`src/rtl/wmsd_pkg.sv`:
```
// Shared types and constants for the weighted mean square difference unit.
package wmsd_pkg;

    localparam int WSUM_W  = 28;
    localparam int SQSUM_W = 60;
    localparam int OUT_W   = 32;
    localparam int CNT_W   = 6;
    localparam logic [CNT_W-1:0] DIV_LAST_STEP = CNT_W'(SQSUM_W - 1);

    typedef struct packed {
        logic signed [15:0] x_value;
        logic signed [15:0] y_value;
        logic        [15:0] weight;
        logic               x_missing;
        logic               y_missing;
        logic               last;
    } elem_t;

    typedef struct packed {
        logic [OUT_W-1:0] mean_square;
        logic             no_weight;
    } result_t;

    typedef struct packed {
        logic load;
        logic square;
        logic product;
        logic accumulate;
        logic div_start;
        logic div_step;
        logic emit;
    } cmd_t;

    typedef struct packed {
        logic last;
        logic div_done;
        logic out_free;
    } stat_t;

endpackage

```
`src/rtl/wmsd_ctrl.sv`:
```
// Sequencer for element processing, run division and result hand-off.
module wmsd_ctrl
    import wmsd_pkg::*;
(
    input  logic  clk,
    input  logic  rst_n,
    input  logic  elem_valid,
    output logic  elem_stall,
    input  stat_t stat,
    output cmd_t  cmd
);

    typedef enum logic [6:0] {
        S_IDLE   = 7'b0000001,
        S_SQUARE = 7'b0000010,
        S_PROD   = 7'b0000100,
        S_ACC    = 7'b0001000,
        S_DSTART = 7'b0010000,
        S_DIV    = 7'b0100000,
        S_OUT    = 7'b1000000
    } state_t;

    state_t state_reg;
    state_t state_next;

    always_ff @(posedge clk or negedge rst_n)
    begin
        if (!rst_n)
        begin
            state_reg <= S_IDLE;
        end
        else
        begin
            state_reg <= state_next;
        end
    end

    always_comb
    begin
        state_next = state_reg;
        cmd        = '0;
        case (state_reg)
            S_IDLE:
            begin
                if (elem_valid)
                begin
                    cmd.load   = 1'b1;
                    state_next = S_SQUARE;
                end
            end
            S_SQUARE:
            begin
                cmd.square = 1'b1;
                state_next = S_PROD;
            end
            S_PROD:
            begin
                cmd.product = 1'b1;
                state_next  = S_ACC;
            end
            S_ACC:
            begin
                cmd.accumulate = 1'b1;
                state_next     = stat.last ? S_DSTART : S_IDLE;
            end
            S_DSTART:
            begin
                cmd.div_start = 1'b1;
                state_next    = S_DIV;
            end
            S_DIV:
            begin
                cmd.div_step = 1'b1;
                if (stat.div_done)
                begin
                    state_next = S_OUT;
                end
            end
            S_OUT:
            begin
                // hold until the output register can take the word
                if (stat.out_free)
                begin
                    cmd.emit   = 1'b1;
                    state_next = S_IDLE;
                end
            end
            default:
            begin
                state_next = S_IDLE;
            end
        endcase
    end

    assign elem_stall = (state_reg != S_IDLE);

endmodule

```
`src/rtl/wmsd_dp.sv`:
```
// Datapath: square and weight multiply, saturating sums, serial divider, output register.
module wmsd_dp
    import wmsd_pkg::*;
(
    input  logic    clk,
    input  logic    rst_n,
    input  elem_t   elem,
    input  cmd_t    cmd,
    output stat_t   stat,
    output logic    result_valid,
    input  logic    result_stall,
    output result_t result
);

    logic [15:0]        ad_reg;
    logic [15:0]        w_reg;
    logic               skip_reg;
    logic               last_reg;
    logic [31:0]        sq_reg;
    logic [47:0]        prod_reg;
    logic [WSUM_W-1:0]  wsum_reg;
    logic [WSUM_W-1:0]  wsum_next;
    logic [SQSUM_W-1:0] sqsum_reg;
    logic [SQSUM_W-1:0] sqsum_next;
    logic [SQSUM_W-1:0] div_reg;
    logic [WSUM_W-1:0]  rem_reg;
    logic [CNT_W-1:0]   cnt_reg;
    logic               out_valid_reg;
    logic               out_valid_next;
    result_t            out_reg;

    logic signed [16:0] diff;
    logic [16:0]        ad_full;
    logic [WSUM_W:0]    wsum_add;
    logic [SQSUM_W:0]   sqsum_add;
    logic [WSUM_W:0]    trial;
    logic               ge;
    logic               zero_w;

    assign diff    = 17'(elem.x_value) - 17'(elem.y_value);
    assign ad_full = diff[16] ? 17'(-diff) : 17'(diff);

    always_ff @(posedge clk)
    begin
        if (cmd.load)
        begin
            ad_reg   <= ad_full[15:0];
            w_reg    <= elem.weight;
            skip_reg <= elem.x_missing | elem.y_missing;
            last_reg <= elem.last;
        end
        if (cmd.square)
        begin
            sq_reg <= 32'(ad_reg) * 32'(ad_reg);
        end
        if (cmd.product)
        begin
            prod_reg <= 48'(sq_reg) * 48'(w_reg);
        end
    end

    assign wsum_add  = {1'b0, wsum_reg} + (WSUM_W + 1)'(w_reg);
    assign sqsum_add = {1'b0, sqsum_reg} + (SQSUM_W + 1)'(prod_reg);

    always_comb
    begin
        wsum_next  = wsum_reg;
        sqsum_next = sqsum_reg;
        if (cmd.emit)
        begin
            wsum_next  = '0;
            sqsum_next = '0;
        end
        else if (cmd.accumulate && !skip_reg)
        begin
            // saturate on carry out
            wsum_next  = wsum_add[WSUM_W] ? '1 : wsum_add[WSUM_W-1:0];
            sqsum_next = sqsum_add[SQSUM_W] ? '1 : sqsum_add[SQSUM_W-1:0];
        end
    end

    always_ff @(posedge clk or negedge rst_n)
    begin
        if (!rst_n)
        begin
            wsum_reg  <= '0;
            sqsum_reg <= '0;
        end
        else
        begin
            wsum_reg  <= wsum_next;
            sqsum_reg <= sqsum_next;
        end
    end

    // restoring division, one quotient bit per cycle shifted into div_reg
    assign trial = {rem_reg, div_reg[SQSUM_W-1]};
    assign ge    = (trial >= {1'b0, wsum_reg});

    always_ff @(posedge clk)
    begin
        if (cmd.div_start)
        begin
            div_reg <= sqsum_reg;
            rem_reg <= '0;
            cnt_reg <= '0;
        end
        else if (cmd.div_step)
        begin
            rem_reg <= ge ? WSUM_W'(trial - {1'b0, wsum_reg}) : trial[WSUM_W-1:0];
            div_reg <= {div_reg[SQSUM_W-2:0], ge};
            cnt_reg <= cnt_reg + CNT_W'(1);
        end
    end

    assign zero_w = (wsum_reg == '0);

    always_comb
    begin
        out_valid_next = out_valid_reg && result_stall;
        if (cmd.emit)
        begin
            out_valid_next = 1'b1;
        end
    end

    always_ff @(posedge clk or negedge rst_n)
    begin
        if (!rst_n)
        begin
            out_valid_reg <= 1'b0;
        end
        else
        begin
            out_valid_reg <= out_valid_next;
        end
    end

    always_ff @(posedge clk)
    begin
        if (cmd.emit)
        begin
            out_reg.no_weight <= zero_w;
            if (zero_w)
            begin
                out_reg.mean_square <= '0;
            end
            else if (|div_reg[SQSUM_W-1:OUT_W])
            begin
                out_reg.mean_square <= '1;
            end
            else
            begin
                out_reg.mean_square <= div_reg[OUT_W-1:0];
            end
        end
    end

    assign stat.last     = last_reg;
    assign stat.div_done = (cnt_reg == DIV_LAST_STEP);
    assign stat.out_free = !out_valid_reg || !result_stall;

    assign result_valid = out_valid_reg;
    assign result       = out_reg;

endmodule

```
`src/rtl/weighted_mean_square_difference_unit.sv`:
```
// Weighted mean square difference unit, top level.
// Takes one (x, y, weight) word at a time and folds it into saturating
// weight and weighted-square sums; a word flagged last closes the run and
// yields weighted_square_sum / weight_sum as an unsigned integer (Q32.0),
// with no_weight set and zero returned when the weight sum is zero. Each
// word passes through the accept, square, weight multiply and accumulate
// steps in turn; the sequencer walks one word through the two registered
// multipliers before the next is taken. A last word then adds a divider
// setup step and the one-bit-per-cycle restoring divider, then the load of
// the output register, plus any time the output register is still held by
// the downstream stall. A result waiting in the output register does not
// block new words.
module weighted_mean_square_difference_unit
    import wmsd_pkg::*;
(
    input  logic    clk,
    input  logic    rst_n,
    input  logic    elem_valid,
    output logic    elem_stall,
    input  elem_t   elem,
    output logic    result_valid,
    input  logic    result_stall,
    output result_t result
);

    cmd_t  cmd;
    stat_t stat;

    wmsd_ctrl u_ctrl (
        .clk        (clk),
        .rst_n      (rst_n),
        .elem_valid (elem_valid),
        .elem_stall (elem_stall),
        .stat       (stat),
        .cmd        (cmd)
    );

    wmsd_dp u_dp (
        .clk          (clk),
        .rst_n        (rst_n),
        .elem         (elem),
        .cmd          (cmd),
        .stat         (stat),
        .result_valid (result_valid),
        .result_stall (result_stall),
        .result       (result)
    );

endmodule
```
`config.mk`:
```
export PLATFORM = sky130hd
export DESIGN_NAME = weighted_mean_square_difference_unit
export DESIGN_NICKNAME = d
export VERILOG_FILES = /design/src/rtl/wmsd_pkg.sv /design/src/rtl/wmsd_ctrl.sv /design/src/rtl/wmsd_dp.sv /design/src/rtl/weighted_mean_square_difference_unit.sv
export SDC_FILE = /design/constraint.sdc
export NUM_CORES = 2
export LEC_CHECK = 0
export BUFFER_PORTS_ARGS = -buffer_cell sky130_fd_sc_hd__clkbuf_2
export CAP_MARGIN = 10
export CORE_MARGIN = 2
export CORE_UTILIZATION = 50
export CTS_CLUSTER_DIAMETER = 200
export CTS_CLUSTER_SIZE = 8
export DETAILED_ROUTE_END_ITERATION = 12
export PLACE_DENSITY = 0.69
export SLEW_MARGIN = 20
export SYNTH_ARGS = -nofsm -noshare
export SYNTH_HDL_FRONTEND = slang
export SYNTH_SLANG_ARGS = --single-unit
```
`constraint.sdc`:
```
create_clock -name clk -period 7.9 [get_ports clk]
set_clock_uncertainty 0.1 [all_clocks]
set_input_delay 0.79 -clock clk [delete_from_list [all_inputs] [get_ports clk]]
set_output_delay 0.79 -clock clk [all_outputs]
set_load 0.03 [all_outputs]
```
==> impl_metrics.env <==
export IMPL_io_pins=90
export IMPL_period_share_pct=92.2
export IMPL_wire_per_inst_microns=17.7
export IMPL_clock_path_buffers=3
export IMPL_cts_resized=0
export IMPL_track_usage_pct=24.1
export IMPL_crit_type="flop to flop"
export IMPL_die_h_microns=292
export IMPL_overflow=0
export IMPL_drtIter0Drc=1863
export IMPL_synthArstFlopShare_pct=28.6
export IMPL_status="complete, no violations"
export IMPL_grt_pass1_vias=32200
export IMPL_cts_buffers=47
export IMPL_slew_viol_final=0
export IMPL_fp_coreArea_sq_um=82100
export IMPL_synth_edf_count=206
export IMPL_path_clk_slew_ns=0.06
export IMPL_die_area_sq_um=85200
export IMPL_cp_required_ns=8.14
export IMPL_grt_pass1_wl_mm=167
export IMPL_num_antenna_cells=0
export IMPL_synth_cell_types=79
export IMPL_fmax_mhz=137
export IMPL_maxCapViolCount=0
export IMPL_syn_to_final_growth_pct=7.07
export IMPL_hold_viol=0
export IMPL_layout_drive_gt1_share_pct=4.86
export IMPL_hold_path_class="primary input to asynchronous set/reset pin"
export IMPL_synthFlopType="edfxtp_1"
export IMPL_max_slew_margin_pct=31.7
export IMPL_rsz0062_at_grt="false"
export IMPL_via_per_inst=5.49
export IMPL_vias=31100
export IMPL_antenna_found_initial=0
export IMPL_clock_latency_ns=0.61
export IMPL_rows=105
export IMPL_cts_root_buffer_cell="clkbuf_16"
export IMPL_antenna_left=0
export IMPL_cts_htree_levels=2
export IMPL_endpoint_kind="flop"
export IMPL_hold_buffers=0
export IMPL_avgSynthCellArea_sq_um=9.15
export IMPL_regArea_sq_um=9270
export IMPL_finalNonFillerCells=5656
export IMPL_worstMarginPinSlew_ns=1.02
export IMPL_synth_warnings=0
export IMPL_post_cts_setup_buffers=0
export IMPL_ys_seq_area_share_pct=22.4
export IMPL_fin_setup_tns_ns=0
export IMPL_multiInputGateArea_sq_um=28700
export IMPL_cts_tree="yes"
export IMPL_drcViolationCount=0
export IMPL_setup_viol=0
export IMPL_nets=5511
export IMPL_start_kind="flop"
export IMPL_numClockSinks=336
export IMPL_netlist_instances=4529
export IMPL_fp_dieW_microns=292
export IMPL_wirelength_mm=99.9
export IMPL_critPathArrivalTime_ns=7.52
export IMPL_portBuffers=89
export IMPL_place_congestion=0.899
export IMPL_first_pass_iters=7
export IMPL_critPathMaxFanout=20
export IMPL_fillCellCount=7446
export IMPL_ys_seq_elements=336
export IMPL_hpwl_mm=77.8
export IMPL_grt_max_degree=81
export IMPL_layout_min_cycle_time_ns=7.28
export IMPL_initial_utilization_pct=50.5
export IMPL_syn_cell_area_sq_um=41500
export IMPL_dp_cells=5568
## logic make-up after synthesis
group	after synthesis	synth area share, %
mux	11	0.272
flops	336	22.4
simple gates	1419	16.1
compound gates	732	10.8
other cells	2	0.0181
xor+xnor	187	3.95
buf+inv	933	8.48
fa+ha+maj	909	37.9
## per-stage QoR
| stage | setup WS (ns) | util (%) | instance area, sq um | hold WS (ns) |
|---|---|---|---|---|
| after detailed placement | 0.627 | 52.4 | 43000 | 0.372 |
| after floorplan | 1.26 | - | 41500 | 0.350 |
| after global placement | 0.669 | 52.4 | 43000 | 0.364 |
| after CTS | 0.649 | 54.1 | 44400 | 0.0315 |
| final | 0.619 | 54.1 | 44400 | 0.0413 |
| after global routing | 0.194 | 54.1 | 44400 | 0.0536 |
## layer usage
| metal | wire length, microns | vias to the layer above | GRT usage (%) |
|---|---|---|---|
| li1 | - | 14700 | - |
| met1 | 42800 | 15300 | 31.6 |
| met2 | 49200 | 889 | 42.4 |
| met3 | 5540 | 163 | 2.81 |
| met4 | 2420 | 0 | 6.25 |
| met5 | 0 | - | 0 |
## cell usage after synthesis (61+ instances only)
cell type,instances,area (sq um)
a31oi_1,80,500
xor2_1,73,639
a21o_1,73,548
a21oi_1,271,1360
edfxtp_1,206,6190
inv_1,757,2840
o21ai_0,133,666
clkbuf_1,166,623
ha_1,329,4120
nand3_1,61,305
xnor2_1,114,998
fa_1,580,11600
and2_1,270,1690
dfrtp_1,95,2380
nor2_1,221,830
nand2_1,652,2450
## layout make-up
cell class | instances | share of cell area (%)
clock buffer | 85 | 2.97
clock inverter | 3 | 0.124
inverter | 757 | 6.40
multi-input combinational | 3266 | 64.8
sequential | 336 | 20.9
tap | 1070 | 3.02
timing repair buffer | 139 | 1.85
## worst max-delay path, cell delays in order, from the launching register on
cell and delay, ns:
edfxtp_1 0.79, buf_4 0.40, nand2_1 0.12, fa_1 0.53
inv_1 0.05, fa_1 0.48, fa_1 0.58, fa_1 0.43
fa_1 0.49, inv_1 0.05, fa_1 0.47, inv_1 0.04
ha_1 0.35, a21oi_1 0.20, o21ai_0 0.18, a31oi_1 0.20
o21ai_0 0.13, a221oi_1 0.35, a21oi_1 0.18, nor3_1 0.46
o31ai_1 0.13, a21oi_1 0.20, xnor2_1 0.09
## path summary, 6_finish.rpt
kind / startpoint / end / slack (ns) / cells after the start
min in group clk: elem[17] / u_dp.w_reg[14] / 0.26 / 1
max reg2reg: u_dp.w_reg[8] / u_dp.prod_reg[47] / 0.62 / 22
max in group asynchronous: rst_n / u_dp.sqsum_reg[38] / 6.37 / 2
max: u_dp.w_reg[8] / u_dp.prod_reg[47] / 0.62 / 22
min reg2reg: u_dp.rem_reg[2] / u_dp.rem_reg[2] / 0.39 / 2
min: rst_n / u_dp.wsum_reg[1] / 0.04 / 1
## layout by cell type, fill, tap and decap left out, types with 9 or more instances in the layout
cell,synthesis,final
xnor2_1,114,114
a21oi_1,271,271
buf_4,0,51
fa_1,580,580
nor3_1,38,38
clkbuf_2,0,88
a211oi_1,25,25
a2111oi_0,9,9
clkbuf_16,0,47
o21ai_0,133,133
inv_1,757,755
xor2_1,73,73
o21bai_1,20,20
nand2b_1,19,19
a21o_1,73,73
nand3_1,61,60
and4_1,11,11
nor2_1,221,219
a31oi_1,80,80
o31ai_1,14,14
nand4_1,23,23
edfxtp_1,206,206
nor2b_1,26,26
clkbuf_1,166,38
dfrtp_1,95,95
and3_1,28,27
o211ai_1,14,14
and2_1,270,270
nand2_1,652,651
ha_1,329,329
nor4_1,24,24
o21a_1,17,17
dfxtp_1,34,34
Power is left out: the tool's default activity adds up to more than one toggle a clock period on the data nets, which glitch-free logic cannot reach.
